===== config.mk =====
export PLATFORM = sky130hd
export DESIGN_NAME = ones_complement_checksum_engine
export DESIGN_NICKNAME = d
export VERILOG_FILES = /design/src/sv/occe_pkg.sv /design/src/sv/occe_in_stage.sv /design/src/sv/occe_core.sv /design/src/sv/occe_out_stage.sv /design/src/sv/ones_complement_checksum_engine.sv
export SDC_FILE = /design/constraint.sdc
export NUM_CORES = 1
export LEC_CHECK = 0
export BUFFER_PORTS_ARGS = -buffer_cell sky130_fd_sc_hd__buf_2
export CAP_MARGIN = 25
export CORE_UTILIZATION = 35
export DETAILED_ROUTE_END_ITERATION = 10
export PLACE_DENSITY = 0.59
export SLEW_MARGIN = 5
export SYNTH_ARGS = -nofsm -noshare
export SYNTH_HDL_FRONTEND = slang
export SYNTH_SLANG_ARGS = --single-unit

===== constraint.sdc =====
create_clock -name i_clk -period 6.28 [get_ports i_clk]
set_clock_uncertainty 0.1 [all_clocks]
set_input_delay 0 -clock i_clk [delete_from_list [all_inputs] [get_ports i_clk]]
set_output_delay 0 -clock i_clk [all_outputs]
set_load 0.02 [all_outputs]

===== src/sv/occe_pkg.sv =====
`timescale 1ns / 1ps
// ----------------------------------------------------------------------------
// occe_pkg
// Types, register map codes and the end-around-carry adder shared by the
// ones-complement checksum engine.
// ----------------------------------------------------------------------------
package occe_pkg;

    // Access kinds
    localparam logic OP_READ  = 1'b0;
    localparam logic OP_WRITE = 1'b1;

    // Register map (word offsets)
    localparam logic [5:0] OFS_CONFIG = 6'd0;
    localparam logic [5:0] OFS_DATA   = 6'd1;
    localparam logic [5:0] OFS_OUT    = 6'd2;

    // Config register bits
    localparam int CFG_CLEAR_BIT = 0;
    localparam int CFG_SWAP_BIT  = 1;

    // Accumulator start value
    localparam logic [15:0] SUM_INIT = 16'hFFFF;

    // One bus access as it travels from the input register to the core
    typedef struct packed {
        logic        operation;
        logic [5:0]  word_offset;
        logic [31:0] write_data;
    } t_item;

    // One access result
    typedef struct packed {
        logic [15:0] read_data;
        logic        bad_offset;
    } t_result;

    // 16-bit ones-complement add; a single fold of the carry cannot overflow
    function automatic logic [15:0] ones_add(input logic [15:0] a, input logic [15:0] b);
        logic [16:0] s;
        s = {1'b0, a} + {1'b0, b};
        return s[15:0] + {15'd0, s[16]};
    endfunction

endpackage


===== src/sv/occe_in_stage.sv =====
`timescale 1ns / 1ps
// ----------------------------------------------------------------------------
// occe_in_stage
// Input register: captures one bus access word and holds it until the core
// passes it on to the result register.
// ----------------------------------------------------------------------------
module occe_in_stage
    import occe_pkg::*;
(
    input  logic  i_clk,
    input  logic  i_rst_n,
    input  logic  i_load,
    input  logic  i_drain,
    input  t_item i_item,
    output logic  o_valid,
    output t_item o_item
);

    logic  r_valid;
    t_item r_item;

    // Track occupancy: fill on load, empty on drain without refill
    always_ff @(posedge i_clk) begin
        if (!i_rst_n) begin
            r_valid <= 1'b0;
        end else if (i_load) begin
            r_valid <= 1'b1;
        end else if (i_drain) begin
            r_valid <= 1'b0;
        end
    end

    // Capture the payload of an accepted word
    always_ff @(posedge i_clk) begin
        if (i_load) begin
            r_item <= i_item;
        end
    end

    assign o_valid = r_valid;
    assign o_item  = r_item;

endmodule


===== src/sv/occe_core.sv =====
`timescale 1ns / 1ps
// ----------------------------------------------------------------------------
// occe_core
// Checksum state and register decode. Works out the result of the held
// access and updates swap mode, accumulator and pending byte when the access
// advances.
// ----------------------------------------------------------------------------
module occe_core
    import occe_pkg::*;
(
    input  logic    i_clk,
    input  logic    i_rst_n,
    input  logic    i_advance,
    input  t_item   i_item,
    output t_result o_result
);

    logic        r_swap;
    logic [15:0] r_sum;
    logic [7:0]  r_held;
    logic        r_held_valid;

    logic        n_swap;
    logic [15:0] n_sum;
    logic [7:0]  n_held;
    logic        n_held_valid;

    logic [7:0]  data_byte;
    logic [15:0] pair_word;
    logic [15:0] partial_word;
    logic [15:0] partial_sum;
    logic        is_bad;

    assign data_byte    = i_item.write_data[7:0];
    assign pair_word    = r_swap ? {r_held, data_byte} : {data_byte, r_held};
    assign partial_word = r_swap ? {r_held, 8'h00} : {8'h00, r_held};
    assign partial_sum  = r_held_valid ? ones_add(r_sum, partial_word) : r_sum;
    assign is_bad       = (i_item.word_offset != OFS_CONFIG) &&
                          (i_item.word_offset != OFS_DATA) &&
                          (i_item.word_offset != OFS_OUT);

    // Decode the access: read value and next state
    always_comb begin
        n_swap       = r_swap;
        n_sum        = r_sum;
        n_held       = r_held;
        n_held_valid = r_held_valid;
        o_result     = '0;
        if (is_bad) begin
            o_result.bad_offset = 1'b1;
        end else if (i_item.operation == OP_READ) begin
            case (i_item.word_offset)
                OFS_CONFIG: o_result.read_data = r_swap ? 16'h0002 : 16'h0000;
                OFS_OUT:    o_result.read_data = partial_sum;
                default:    o_result.read_data = 16'h0000;
            endcase
        end else begin
            case (i_item.word_offset)
                OFS_CONFIG: begin
                    n_swap = i_item.write_data[CFG_SWAP_BIT];
                    if (i_item.write_data[CFG_CLEAR_BIT]) begin
                        n_sum        = SUM_INIT;
                        n_held       = 8'h00;
                        n_held_valid = 1'b0;
                    end
                end
                OFS_DATA: begin
                    if (!r_held_valid) begin
                        n_held       = data_byte;
                        n_held_valid = 1'b1;
                    end else begin
                        n_sum        = ones_add(r_sum, pair_word);
                        n_held       = 8'h00;
                        n_held_valid = 1'b0;
                    end
                end
                default: begin
                    n_swap = r_swap;
                end
            endcase
        end
    end

    // Commit state as the access moves on
    always_ff @(posedge i_clk) begin
        if (!i_rst_n) begin
            r_swap       <= 1'b0;
            r_sum        <= SUM_INIT;
            r_held       <= 8'h00;
            r_held_valid <= 1'b0;
        end else if (i_advance) begin
            r_swap       <= n_swap;
            r_sum        <= n_sum;
            r_held       <= n_held;
            r_held_valid <= n_held_valid;
        end
    end

endmodule


===== src/sv/occe_out_stage.sv =====
`timescale 1ns / 1ps
// ----------------------------------------------------------------------------
// occe_out_stage
// Result register: holds one result word until the downstream side takes it.
// ----------------------------------------------------------------------------
module occe_out_stage
    import occe_pkg::*;
(
    input  logic    i_clk,
    input  logic    i_rst_n,
    input  logic    i_load,
    input  logic    i_take,
    input  t_result i_result,
    output logic    o_valid,
    output t_result o_result
);

    logic    r_valid;
    t_result r_result;

    // Track occupancy: fill on load, empty when taken without refill
    always_ff @(posedge i_clk) begin
        if (!i_rst_n) begin
            r_valid <= 1'b0;
        end else if (i_load) begin
            r_valid <= 1'b1;
        end else if (i_take) begin
            r_valid <= 1'b0;
        end
    end

    // Capture a new result word
    always_ff @(posedge i_clk) begin
        if (i_load) begin
            r_result <= i_result;
        end
    end

    assign o_valid  = r_valid;
    assign o_result = r_result;

endmodule


===== src/sv/ones_complement_checksum_engine.sv =====
`timescale 1ns / 1ps
// ----------------------------------------------------------------------------
// ones_complement_checksum_engine
// Register-mapped 16-bit ones-complement checksum engine, one result per
// bus access.
// ----------------------------------------------------------------------------
// Each accepted access word passes through an input register and a result
// register; its result is taken from there when the output is not stalled.
// The engine takes one access every cycle while the output is not stalled:
// the only logic between the two registers is the register decode and one
// 16-bit end-around-carry add. Accesses update the checksum state in order,
// so a read of the output register sees every data byte written before it.
// o_stall rises only while both registers are full and the downstream side
// stalls.
// ----------------------------------------------------------------------------
module ones_complement_checksum_engine
    import occe_pkg::*;
(
    input  logic        i_clk,
    input  logic        i_rst_n,
    input  logic        i_valid,
    output logic        o_stall,
    input  logic        i_operation,
    input  logic [5:0]  i_word_offset,
    input  logic [31:0] i_write_data,
    output logic        o_valid,
    input  logic        i_stall,
    output logic [15:0] o_read_data,
    output logic        o_bad_offset
);

    t_item   in_item;
    t_item   held_item;
    t_result core_result;
    t_result out_result;
    logic    held_valid;
    logic    out_valid;
    logic    advance;
    logic    accept;

    // Handshake: move the held word on whenever the result register frees
    assign advance = held_valid && (!out_valid || !i_stall);
    assign o_stall = held_valid && !advance;
    assign accept  = i_valid && !o_stall;

    assign in_item.operation   = i_operation;
    assign in_item.word_offset = i_word_offset;
    assign in_item.write_data  = i_write_data;

    occe_in_stage u_in_stage (
        .i_clk   (i_clk),
        .i_rst_n (i_rst_n),
        .i_load  (accept),
        .i_drain (advance),
        .i_item  (in_item),
        .o_valid (held_valid),
        .o_item  (held_item)
    );

    occe_core u_core (
        .i_clk     (i_clk),
        .i_rst_n   (i_rst_n),
        .i_advance (advance),
        .i_item    (held_item),
        .o_result  (core_result)
    );

    occe_out_stage u_out_stage (
        .i_clk    (i_clk),
        .i_rst_n  (i_rst_n),
        .i_load   (advance),
        .i_take   (out_valid && !i_stall),
        .i_result (core_result),
        .o_valid  (out_valid),
        .o_result (out_result)
    );

    assign o_valid      = out_valid;
    assign o_read_data  = out_result.read_data;
    assign o_bad_offset = out_result.bad_offset;

endmodule


=== After elaboration in Yosys (flattened, before gate mapping) ===
Index checks and enable logic that the tools add are counted.

* Bits in registers: 60
* Bits of input ports: 43
* Output and inout port bits: 19

* $add $sub $neg: 4
* Equality and inequality tests: 6
* Multiplexer cells: 19
* Bitwise gates (word level): 1
* Reductions and logical operators: 20

{| class="wikitable"
|+ Operators by type and width
! cell !! number
|-
| $mux 16 || 5
|-
| $pmux 16 s2 || 2
|-
| $add 16x16->17 || 2
|-
| $add 16x1->16 || 2
|-
| $mux 8 || 2
|-
| $pmux 8 s2 || 1
|-
| $mux 1 || 7
|-
| $eq 6x1->1 const B || 1
|-
| $eq 6x2->1 const B || 1
|-
| $logic_and 1x1->1 || 6
|-
| $logic_not 6->1 || 1
|-
| $ne 6x1->1 const B || 1
|-
| $ne 6x2->1 const B || 1
|-
| $reduce_and 6->1 || 1
|-
| $reduce_bool 2->1 || 3
|-
| $reduce_bool 6->1 || 1
|-
| $reduce_and 5->1 || 1
|-
| $logic_not 1->1 || 4
|-
| $reduce_and 4->1 || 1
|-
| $mux 2 || 1
|-
| $ne 2x1->1 const B || 1
|-
| $ne 2x2->1 const B || 1
|-
| $pmux 1 s2 || 1
|-
| $reduce_or 2->1 || 1
|-
| other kinds (2) || 2
|}

=== Logic depth before layout (Yosys ltp) ===
Gate-level depths: netlist of run 1.

* Depth in word-level cells: 8
* Gate-level depth with buffers: 23
* Mapped depth without buffers: 21

=== Cells and area by module ===
Synthesis of run 1 repeated with hierarchy kept, for this count alone.

* Cells, all modules: 567
* Area total of the unflattened synthesis: 5694.2 um2

{| class="wikitable"
|+ Modules (own cells, without submodules)
! module !! times used !! cells each !! area each (um2) !! seq. area each (um2)
|-
| occe_core || 1 || 501 || 3896.2 || 520.5
|-
| occe_in_stage || 1 || 42 || 1212.4 || 1191.1
|-
| occe_out_stage || 1 || 20 || 551.8 || 530.5
|-
| ones_complement_checksum_engine || 1 || 4 || 33.8 || 0.0
|}

=== Worst setup path before layout of run 1 ===
No wires, ideal clock.

* Kind: flip-flop to flip-flop
* Start point: register u_core.r_swap
* End point: register u_core.r_sum[15]
* Data arrival time: 4776 ps
* Slack: 1329 ps
* Stages on the path, launching flop included: 24
* Path buffers: 3
* Clock period less this slack: 4951 ps
* Cells stage by stage: dfxtp_1 -> clkbuf_1 -> clkbuf_1 -> a21o_1 -> ha_1 -> inv_1 -> fa_1 -> nor2b_1 -> o31a_1 -> o21ai_2 -> o21ai_0 -> o22ai_1 -> nor2_1 -> o21ai_0 -> nand2b_1 -> ha_1 -> nor3b_1 -> nor3b_1 -> and4_1 -> and3_1 -> clkbuf_1 -> nand2_1 -> or4b_1 -> a31oi_1

* Longest elaborated chain between the ends: 5

{| class="wikitable"
|+ Ends and longest elaborated chain
! element !! line !! source
|-
| start: declaration || occe_core.sv:18 || <nowiki>logic r_swap;</nowiki>
|-
| start signal: assignment || occe_core.sv:92 || <nowiki>r_swap <= n_swap;</nowiki>
|-
| $mux 16 || occe_core.sv:35 || <nowiki>assign pair_word = r_swap ? {r_held, data_byte} : {data_byte, r_held};</nowiki>
|-
| $add 16x16->17 || occe_pkg.sv:41 || <nowiki>s = {1'b0, a} + {1'b0, b};</nowiki>
|-
| $add 16x1->16 || occe_pkg.sv:42 || <nowiki>return s[15:0] + {15'd0, s[16]};</nowiki>
|-
| $mux 16 || occe_core.sv:68 || <nowiki>if (!r_held_valid) begin</nowiki>
|-
| $pmux 16 s2 || occe_core.sv:58 || <nowiki>case (i_item.word_offset)</nowiki>
|-
| end signal: assignment || occe_core.sv:93 || <nowiki>r_sum <= n_sum;</nowiki>
|-
| end: declaration || occe_core.sv:19 || <nowiki>logic [15:0] r_sum;</nowiki>
|}

Every way passes these cells. The select of a mux whose other input is x is not followed.
A chain may end at the register's enable or synchronous reset.

=== Worst setup path after layout of run 1 ===
Same ends and word-level chain as after synthesis.

==> results.md, run 1 <==
- TritonCTS clock tree: yes
- CP max stage delay: 0.87 ns
- Mean routed wirelength per cell: 15.97 um
- Gpl congestion: 0.9071
- Switching fraction of total power: 24.83%
- Most common cell after layout, fill and taps aside: nor2_1
- GR Util All Layers: 18.43%
- R2r worst-path depth: 20
- Sequential share of power: 41.3%
- Layout Area Growth over Synthesis: 15.90%
- Worst slack, placed: 0.7167 ns
- Power Density: 180.6 nW/um^2
- Fin Hold WS: 0.2788 ns
- Largest delay share family, worst path: simple AND/OR/NAND/NOR gates
- Fraction of registers with async set/reset: 0%
- Die Span Y: 121.5 um
- First-pass GRT wire length: 21180 um
- Static leakage: 2.419 nW
- Setup TNS Final: 0 ns
- Non-filler cells, final: 808
- Detailed-route via count: 4434
- # IOs: 62
- Crit path depth: 20
- CP Max Fanout: 26
- Final WS setup: 0.6262 ns
- Post-Route WL: 12900 um
- Largest net degree at the start of global routing: 33
- Post-DP Area: 5285 um^2
- Slowest-stage cell, CP: dfxtp_1
- TritonRoute pass-1 iters: 5
- Worst-margin pin slew: 0.8979 ns
- Avg Inst Size Synth: 8.659 um^2
- Iter 0 DRT Violations: 318
- Initial antenna violation count: 0
- Sequential Area: 1521 um^2
- Top FF cell, synth: edfxtp_1
- Hold path depth: 2
- Post-layout power: 1.046 mW
- Synth Instances: 577
- Antenna-violating nets left: 0
- Resized cells post-CTS: 0
- Yosys warns: 0
- Slew Limit Fails: 0
- Critical Path Source Type: register
- Full die area: 14760 um^2
- CP cell instances: a21o_1 > ha_1 > inv_1 > fa_1 > nor2b_1 > o31a_1 > o21ai_2 > o21ai_0 > o22ai_1 > nor2_1 > o21ai_0 > nand2b_1 > ha_1 > nor3b_1 > nor3b_1 > and4_1 > and3_1 > nand2_1 > or4b_1 > a31oi_1
- Hold Path Class: primary input to register
- Synth cell types: 74
- Fin. Hold Viols: 0
- Critical Path RT: 6.44 ns
- Psw: 0.2597 mW
- Worst EP arrival: 5.81 ns
- Cell area after synthesis: 4996 um^2
- Clk_lat worst skew: 0.33 ns
- DP Cell Count: 772
- DIE WIDTH: 121.5 um
- Gate power share: 11.4%
- R2R Setup Slk: 0.63 ns
- Postcts setup bufs: 0
- Inserted Diodes: 0
- Sequential-to-total area share from yosys stat: 30.45%
- DRC: 0
- Footprint of the multi-input gates: 3259 um^2
- H-tree depth: 3
- Worst Path Buf+Inv: 1
- CTS Buffer Depth: 2
- Max Cap Violations: 0
- Vias/cell: 5.488
- Final core utilization: 41.72%
- Number of flops mapped to enable cells by yosys: 32
- CTS buffer count: 9
- Minimum clock period: 5.654 ns
- F_max: 176.9 MHz
- Reg clk slew, reported paths: 0.06 ns
- Gr ovfl total: 0
- CP endpoint kind: register
- Endpoints failing setup: 0
- Final Cycle Share: 90.03%
- Detailed placer's ending HPWL: 9769 um
- Status: finished clean
- Total core area: 13880 um^2
- Crit path kind: register to register
- Final Cell Area: 5791 um^2
- RSZ-0062 raised after global routing: no
- P_int: 0.7860 mW
- Share of layout cells above drive strength 1: 13.06%
- Peak VDD IR: 0.1065 mV
- I/O Buffers: 37
- Fillcell total: 1391
- Clock sink count: 60
- Most frequent cells in the layout: 80 x nor2_1, 37 x nand2_1, 37 x buf_2
- Syn nets: 658
- Row count: 43
- Root Driver: clkbuf_16
- FF+latch count, synth: 60
- Power share of the clock group: 47.3%
- Initial core utilization: 35.99%
- Relative slew slack: 39.99%
- Number of global-route vias before repair: 4240
- Nets: 704
==> final cells by class <==
class                   count  area share [%]
multi-input cells         473           56.29
flip-flops and latches     60           26.27
repair buffers             60           7.131
clock buffers               9           3.889
well taps                 180           3.889
clock inverters             7           1.296
inverters                  19           1.232
==> registers in the layout (all words and copies together), names as in the netlist <==
signal	count
u_in_stage.o_item	15
u_out_stage.o_result	17
u_core.r_sum	16
u_core.r_held	8
u_core.r_held_valid	1
u_core.r_swap	1
u_in_stage.o_valid	1
u_out_stage.o_valid	1
==> worst paths after layout <==
kind	endpoint	from
max	u_core.r_sum[15]$_SDFFE_PN1P_	u_core.r_swap$_SDFFE_PN0P_
min reg2reg	u_out_stage.o_valid$_SDFFE_PN0P_	u_in_stage.o_valid$_SDFFE_PN0P_
max reg2reg	u_core.r_sum[15]$_SDFFE_PN1P_	u_core.r_swap$_SDFFE_PN0P_
min	u_in_stage.o_item[32]$_DFFE_PP_	i_word_offset[0]
==> per-layer routing <==
layer  vias to the layer above  routed length, um  track usage (%)
li1                       2237                  -                -
met1                      2050               6022            24.25
met2                       131               6116            30.47
met3                        16                499            2.538
met4                         0                266            6.790
met5                         -                  0                0
==> cells in the mapped netlist, types with 18 or more instances <==
cell	n	area share, %
a21o_1	19	2.9
dfxtp_1	28	11
inv_1	19	1.4
nor2_1	80	6.0
a211oi_1	19	2.9
nand2_1	37	2.8
edfxtp_1	32	19
ha_1	36	9.0
xnor2_1	20	3.5
a21oi_1	30	3.0
o21ai_0	18	1.8
==> power by group through the flow <==
stage	logic (mW)	registers [mW]	clock network (mW)
2_1_floorplan	0.0717	0.444	0
3_3_place_gp	0.104	0.440	0
3_5_place_dp	0.107	0.440	0
4_1_cts	0.116	0.432	0.504
5_1_grt	0.130	0.432	0.523
6_report	0.119	0.432	0.495
==> kinds of logic after synthesis <==
| logic type | after synthesis | synth area share [%] |
|---|---|---|
| xor+xnor | 35 | 6.286 |
| simple gates | 230 | 23.57 |
| compound gates | 151 | 21.49 |
| fa+ha+maj | 38 | 9.817 |
| flops | 60 | 30.45 |
| mux | 19 | 4.007 |
| buf+inv | 44 | 4.383 |
==> what timing repair did <==
item	CTS	global route
hold endpoints to repair	18	0
hold buffers	19	0
setup endpoints to repair	0	0
(Power assumes the default switching activity.)
==> run 2: changes to the inputs <==
==> constraint.sdc (replaced) <==
create_clock -name i_clk -period 6.28 [get_ports i_clk]
set_clock_uncertainty 0.1 [all_clocks]
set_input_delay 0.314 -clock i_clk [delete_from_list [all_inputs] [get_ports i_clk]]
set_output_delay 0.314 -clock i_clk [all_outputs]
set_load 0.02 [all_outputs]
==> run 2 against run 1 <==
  * Cell area fell by 2.9%
  * Power rose by 3.7%
  * Critical path type unchanged
  * Clock power rose by 9.9%
  * Largest cell class unchanged
  * Combinational power fell by 8%
  * Highest routed layer unchanged
  * Register-to-register slack improved by 0.10 ns
  * Sequential cell count did not move
  * Count of clock-buffer cells in the layout did not move
  * Via count fell by 2.9%
==> results.md, run 2 (synthesis gave the netlist of run 1 again) <==
- Status: finished clean (unchanged)
- F_max: 180.1 MHz (was 176.9 MHz)
- Detailed-route via count: 4304 (was 4434)
- Total core area: 13880 um^2 (unchanged)
- Postcts setup bufs: 0 (unchanged)
- R2R Setup Slk: 0.73 ns (was 0.63 ns)
- Gpl congestion: 0.9171 (was 0.9071)
- Max FFs per register: 17 (unchanged)
- Root Driver: clkbuf_16 (unchanged)
- DRC: 0 (unchanged)
- Full die area: 14760 um^2 (unchanged)
- Critical Path RT: 6.45 ns (was 6.44 ns)
- GR Util All Layers: 17.74% (was 18.43%)
- Worst slack, placed: 0.7685 ns (was 0.7167 ns)
- Initial antenna violation count: 0 (unchanged)
- RSZ-0062 raised after global routing: no (unchanged)
- Final Cycle Share: 88.41% (was 90.03%)
- Setup TNS Final: 0 ns (unchanged)
- Gr ovfl total: 0 (unchanged)
- # IOs: 62 (unchanged)
- Hold buffers post-CTS: 0 (was 19)
- Peak VDD IR: 0.1193 mV (was 0.1065 mV)
- CP endpoint kind: register (unchanged)
- DIE WIDTH: 121.5 um (unchanged)
- Number of global-route vias before repair: 4103 (was 4240)
- Post-Route WL: 12660 um (was 12900 um)
- Resized cells post-CTS: 0 (unchanged)
- Die Span Y: 121.5 um (unchanged)
- Endpoints failing setup: 0 (unchanged)
- Most common cell after layout, fill and taps aside: nor2_1 (unchanged)
- TritonCTS clock tree: yes (unchanged)
- Crit path kind: register to register (unchanged)
- CP max stage delay: 0.83 ns (was 0.87 ns)
- Slowest-stage cell, CP: dfxtp_1 (unchanged)
- First-pass GRT wire length: 20180 um (was 21180 um)
- Clock sink count: 60 (unchanged)
- Max Cap Violations: 0 (unchanged)
- Most frequent cells in the layout: 80 x nor2_1, 37 x nand2_1, 37 x buf_2 (unchanged)
- Critical Path Source Type: register (unchanged)
- Slew Limit Fails: 0 (unchanged)
- CP Max Fanout: 25 (was 26)
- CP cell instances: a21o_1 > ha_1 > inv_1 > fa_1 > nor2b_1 > o31a_1 > o21ai_2 > o21ai_0 > o22ai_1 > nor2_1 > o21ai_0 > nand2b_1 > ha_1 > nor3b_1 > nor3b_1 > and4_1 > and3_1 > nand2_1 > or4b_1 > a31oi_1 (unchanged)
- Power Density: 192.9 nW/um^2 (was 180.6 nW/um^2)
- Detailed placer's ending HPWL: 9890 um (was 9769 um)
- Vias/cell: 5.455 (was 5.488)
- Worst-margin pin slew: 0.9016 ns (was 0.8979 ns)
- TritonRoute pass-1 iters: 5 (unchanged)
- Final WS setup: 0.7276 ns (was 0.6262 ns)
- Antenna-violating nets left: 0 (unchanged)
- Fin Hold WS: 0.04846 ns (was 0.2788 ns)
- I/O Buffers: 37 (unchanged)
- CTS Buffer Depth: 2 (unchanged)
- Hold Path End: u_in_stage.o_item[32]$_DFFE_PP_ (unchanged)
- Nets: 685 (was 704)
- Post-layout power: 1.084 mW (was 1.046 mW)
- Reg clk slew, reported paths: 0.06 ns (about the same)
- Mean routed wirelength per cell: 16.04 um (was 15.97 um)
- Initial core utilization: 35.99% (unchanged)
- Critical R2R Launch: u_core.r_swap$_SDFFE_PN0P_ (unchanged)
- Fin. Hold Viols: 0 (unchanged)
- Largest net degree at the start of global routing: 33 (unchanged)
- R2r worst-path depth: 20 (unchanged)
- Clk_lat worst skew: 0.34 ns (was 0.33 ns)
- Static leakage: 2.343 nW (was 2.419 nW)
- Share of layout cells above drive strength 1: 13.46% (was 13.06%)
- Minimum clock period: 5.552 ns (was 5.654 ns)
- Non-filler cells, final: 789 (was 808)
- Row count: 43 (unchanged)
- DP Cell Count: 772 (unchanged)
- Iter 0 DRT Violations: 321 (was 318)
- Relative slew slack: 39.74% (was 39.99%)
- Layout Area Growth over Synthesis: 12.50% (was 15.90%)
- Hold Path Class: primary input to register (unchanged)
- Worst min-delay path startpoint: i_word_offset[0] (unchanged)
- Hold path depth: 1 (was 2)
- Reg-to-reg critical path endpoint: u_core.r_sum[15]$_SDFFE_PN1P_ (unchanged)
- CTS buffer count: 9 (unchanged)
- Worst EP arrival: 5.72 ns (was 5.81 ns)
- H-tree depth: 3 (unchanged)
- Inserted Diodes: 0 (unchanged)
## run 2: cell count changes in the layout (fill, tap and decap cells not counted), sizes merged
cell	previous run	this run
clkinvlp	0	1
dlygate4sd3	19	0
clkinv	4	2
bufinv	1	2
## run 2: area by class of cell
class | count | area, um^2
Clock buffer | 9 | 225.2
Clock inverter | 7 | 98.84
Fill cell | 1412 | 8260
Inverter | 19 | 71.32
Multi-Input combinational cell | 473 | 3259
Sequential cell | 60 | 1521
Tap cell | 180 | 225.2
Timing Repair Buffer | 41 | 219.0
## run 2: through the flow
stage | area, um^2 | utilization [%]
floorplan | 4996 | -
global placement | 5285 | 38.07
detailed placement | 5285 | 38.07
CTS | 5609 | 40.41
global route | 5620 | 40.49
finish | 5620 | 40.49
## run 2: worst max-delay path by stage
stage	depth (start not counted)	slack, ns	start	to
after floorplan	23	1.33	u_core.r_swap$_SDFFE_PN0P_	u_core.r_sum[15]$_SDFFE_PN1P_
after global placement	20	0.86	u_core.r_swap$_SDFFE_PN0P_	u_core.r_sum[15]$_SDFFE_PN1P_
after detailed placement	20	0.77	u_core.r_swap$_SDFFE_PN0P_	u_core.r_sum[15]$_SDFFE_PN1P_
after CTS	20	0.74	u_core.r_swap$_SDFFE_PN0P_	u_core.r_sum[15]$_SDFFE_PN1P_
after global routing	20	0.29	u_core.r_swap$_SDFFE_PN0P_	u_core.r_sum[15]$_SDFFE_PN1P_
final	20	0.73	u_core.r_swap$_SDFFE_PN0P_	u_core.r_sum[15]$_SDFFE_PN1P_
## run 2: metal layers
| metal | track usage (%) | part of all wire (%) | wire, um | vias to the layer above |
|---|---|---|---|---|
| met2 | 29.01 | 46 | 5819 | 95 |
| met4 | 9.954 | 3.7 | 467 | 0 |
| li1 | - | - | - | 2198 |
| met5 | 0 | 0 | 0 | - |
| met3 | 1.974 | 2.9 | 367 | 29 |
| met1 | 22.59 | 47 | 6002 | 1982 |
## run 2: power breakdown
part / switching [mW] / internal, mW / leakage, nW
Combinational: 0.0655 / 0.0436 / 1.66
Sequential: 0.00666 / 0.425 / 0.528
Clock: 0.194 / 0.350 / 0.156
Total: 0.266 / 0.818 / 2.34
## run 2: critical path, delay by kind of cell (launching register included)
| kind | cells | cell delay, ns |
|---|---|---|
| buf+inv | 1 | 0.06 |
| flops | 1 | 0.83 |
| simple gates | 9 | 2.38 |
| fa+ha+maj | 3 | 0.76 |
| compound gates | 7 | 1.34 |
==> run 3: changes to the inputs <==
Settings changed: MAX_ROUTING_LAYER set to met4, SETUP_SLACK_MARGIN set to 0.4.
==> run 3 against run 2 <==
  * Sequential cell count stayed put
  * Non-clock buffer count is the same
  * Clock power down 2%
  * Cell area hardly changed
  * Register-to-register slack better by 0.26 ns
  * Via count increased by 2.6%
  * Wire length up 0.36%
  * Worst setup slack better by 0.26 ns
  * First-iteration DRC count shrank 7.5%
  * Largest cell class unchanged
  * Largest power group unchanged
  * Highest routed layer unchanged
==> results.md, run 3 (synthesis gave the netlist of run 1 again) <==
- Status: finished clean (unchanged)
- Critical R2R Launch: u_core.r_swap$_SDFFE_PN0P_ (unchanged)
- H-tree depth: 3 (unchanged)
- Hold Path Class: primary input to register (unchanged)
- Crit path kind: register to register (unchanged)
- Setup TNS Final: 0 ns (unchanged)
- DP Cell Count: 772 (unchanged)
- Iter 0 DRT Violations: 297 (was 321)
- DRC: 0 (unchanged)
- Clock sink count: 60 (unchanged)
- Post-Route WL: 12700 um (was 12660 um)
- DIE WIDTH: 121.5 um (unchanged)
- Hold buffers post-CTS: 0 (unchanged)
- Endpoints failing setup: 0 (unchanged)
- Max FFs per register: 17 (unchanged)
- Antenna-violating nets left: 0 (unchanged)
- Root Driver: clkbuf_16 (unchanged)
- Minimum clock period: 5.291 ns (was 5.552 ns)
- CTS Buffer Depth: 2 (unchanged)
- Vias/cell: 5.594 (was 5.455)
- Reg clk slew, reported paths: 0.06 ns (about the same)
- Relative slew slack: 39.34% (was 39.74%)
- Most frequent cells in the layout: 80 x nor2_1, 37 x nand2_1, 37 x buf_2 (unchanged)
- Reg-to-reg critical path endpoint: u_core.r_sum[15]$_SDFFE_PN1P_ (unchanged)
- Die Span Y: 121.5 um (unchanged)
- CTS buffer count: 9 (unchanged)
- Final Cycle Share: 84.24% (was 88.41%)
- RSZ-0062 raised after global routing: no (unchanged)
- Critical Path Source Type: register (unchanged)
- Initial core utilization: 35.99% (unchanged)
- Gr ovfl total: 0 (unchanged)
- I/O Buffers: 37 (unchanged)
- Detailed-route via count: 4414 (was 4304)
- Hold path depth: 1 (unchanged)
- Critical Path RT: 6.44 ns (was 6.45 ns)
- Row count: 43 (unchanged)
- Peak VDD IR: 0.1389 mV (was 0.1193 mV)
- Total core area: 13880 um^2 (unchanged)
- Hold Path End: u_in_stage.o_item[36]$_DFFE_PP_ (was u_in_stage.o_item[32]$_DFFE_PP_)
- Nets: 685 (unchanged)
- Most common cell after layout, fill and taps aside: nor2_1 (unchanged)
- Initial antenna violation count: 0 (unchanged)
- Max Cap Violations: 0 (unchanged)
- Largest net degree at the start of global routing: 33 (unchanged)
- Non-filler cells, final: 789 (unchanged)
- R2R Setup Slk: 0.99 ns (was 0.73 ns)
- Static leakage: 2.344 nW (was 2.343 nW)
- Fillcell total: 1405 (was 1412)
- Worst-margin pin slew: 0.9076 ns (was 0.9016 ns)
- Fin. Hold Viols: 0 (unchanged)
- Worst EP arrival: 5.45 ns (was 5.72 ns)
- Detailed placer's ending HPWL: 9994 um (was 9890 um)
- First-pass GRT wire length: 20890 um (was 20180 um)
- TritonCTS clock tree: yes (unchanged)
- Gpl congestion: 0.9319 (was 0.9171)
- # IOs: 62 (unchanged)
- Postcts setup bufs: 0 (unchanged)
- Number of global-route vias before repair: 4292 (was 4103)
- Layout Area Growth over Synthesis: 12.60% (was 12.50%)
- Full die area: 14760 um^2 (unchanged)
- Power Density: 191.1 nW/um^2 (was 192.9 nW/um^2)
- TritonRoute pass-1 iters: 5 (unchanged)
- GR Util All Layers: 18.58% (was 17.74%)
- CP endpoint kind: register (unchanged)
- Share of layout cells above drive strength 1: 13.63% (was 13.46%)
- CP Max Fanout: 25 (unchanged)
- Resized cells post-CTS: 0 (unchanged)
- R2r worst-path depth: 21 (was 20)
- Inserted Diodes: 0 (unchanged)
- Clk_lat worst skew: 0.33 ns (was 0.34 ns)
- F_max: 189.0 MHz (was 180.1 MHz)
- Worst min-delay path startpoint: i_word_offset[4] (was i_word_offset[0])
- Slew Limit Fails: 0 (unchanged)
- Mean routed wirelength per cell: 16.10 um (was 16.04 um)
==> run 3: worst max-delay path, cell delays in order (launching register included) <==
cell and delay (ns):
dfxtp_2 0.45, nor2b_1 0.23, a21o_1 0.11, ha_1 0.18, inv_1 0.06, fa_1 0.39
nor2b_1 0.21, o31a_1 0.27, o21ai_2 0.17, o21ai_0 0.29, o22ai_1 0.15, nor2_1 0.12
o21ai_0 0.08, nand2b_1 0.14, ha_1 0.18, nor3b_1 0.27, nor3b_1 0.30, and4_1 0.35
and3_1 0.32, nand2_1 0.10, or4b_1 0.54, a31oi_1 0.18
==> run 3: through the flow <==
step	power (mW)	utilization [%]	cell area, um^2	worst slack [ns]	hold WS, ns
after CTS	1.085	40.41	5609	0.7446	0.04780
after detailed placement	0.5475	38.07	5285	0.7683	0.3917
after floorplan	0.5161	-	4996	1.329	0.3129
after global routing	1.117	40.53	5625	0.5612	0.04454
after global placement	0.5447	38.07	5285	0.8584	0.3727
final	1.075	40.53	5625	0.9895	0.05564
==> run 3: report_power, final <==
part / total, mW / switching, mW / internal, mW
clock network: 0.534 / 0.185 / 0.349
registers: 0.432 / 0.00662 / 0.425
logic: 0.109 / 0.0654 / 0.0439
total: 1.08 / 0.257 / 0.818
==> run 3: how the worst max path moves through the flow <==
| stage | slack [ns] | from | to | depth (start not counted) |
|---|---|---|---|---|
| 2_1_floorplan | 1.33 | u_core.r_swap$_SDFFE_PN0P_ | u_core.r_sum[15]$_SDFFE_PN1P_ | 23 |
| 3_5_place_dp | 0.77 | u_core.r_swap$_SDFFE_PN0P_ | u_core.r_sum[15]$_SDFFE_PN1P_ | 20 |
| 5_1_grt | 0.56 | u_core.r_swap$_SDFFE_PN0P_ | u_core.r_sum[15]$_SDFFE_PN1P_ | 21 |
| 6_report | 0.99 | u_core.r_swap$_SDFFE_PN0P_ | u_core.r_sum[15]$_SDFFE_PN1P_ | 21 |
| 4_1_cts | 0.74 | u_core.r_swap$_SDFFE_PN0P_ | u_core.r_sum[15]$_SDFFE_PN1P_ | 20 |
| 3_3_place_gp | 0.86 | u_core.r_swap$_SDFFE_PN0P_ | u_core.r_sum[15]$_SDFFE_PN1P_ | 20 |
==> run 3: final cells by class <==
type / instances / area (um^2) / share of cell area (%)
multi-input cells: 473 / 3259 / 57.94
inverters: 19 / 71.32 / 1.268
repair buffers: 41 / 222.7 / 3.959
well taps: 180 / 225.2 / 4.004
flip-flops and latches: 60 / 1523 / 27.07
clock buffers: 9 / 225.2 / 4.004
clock inverters: 7 / 98.84 / 1.757
==> run 3: metal layers <==
metal  part of all wire (%)  global-route usage (%)  routed length (um)  vias to the layer above
li1                       -                       -                   -                     2192
met1                     46                   23.08                5880                     2082
met2                     46                   29.30                5810                      112
met3                    3.9                   3.055                 498                       28
met4                    4.0                   8.796                 512                        0
met5                      0                       -                   0                        -
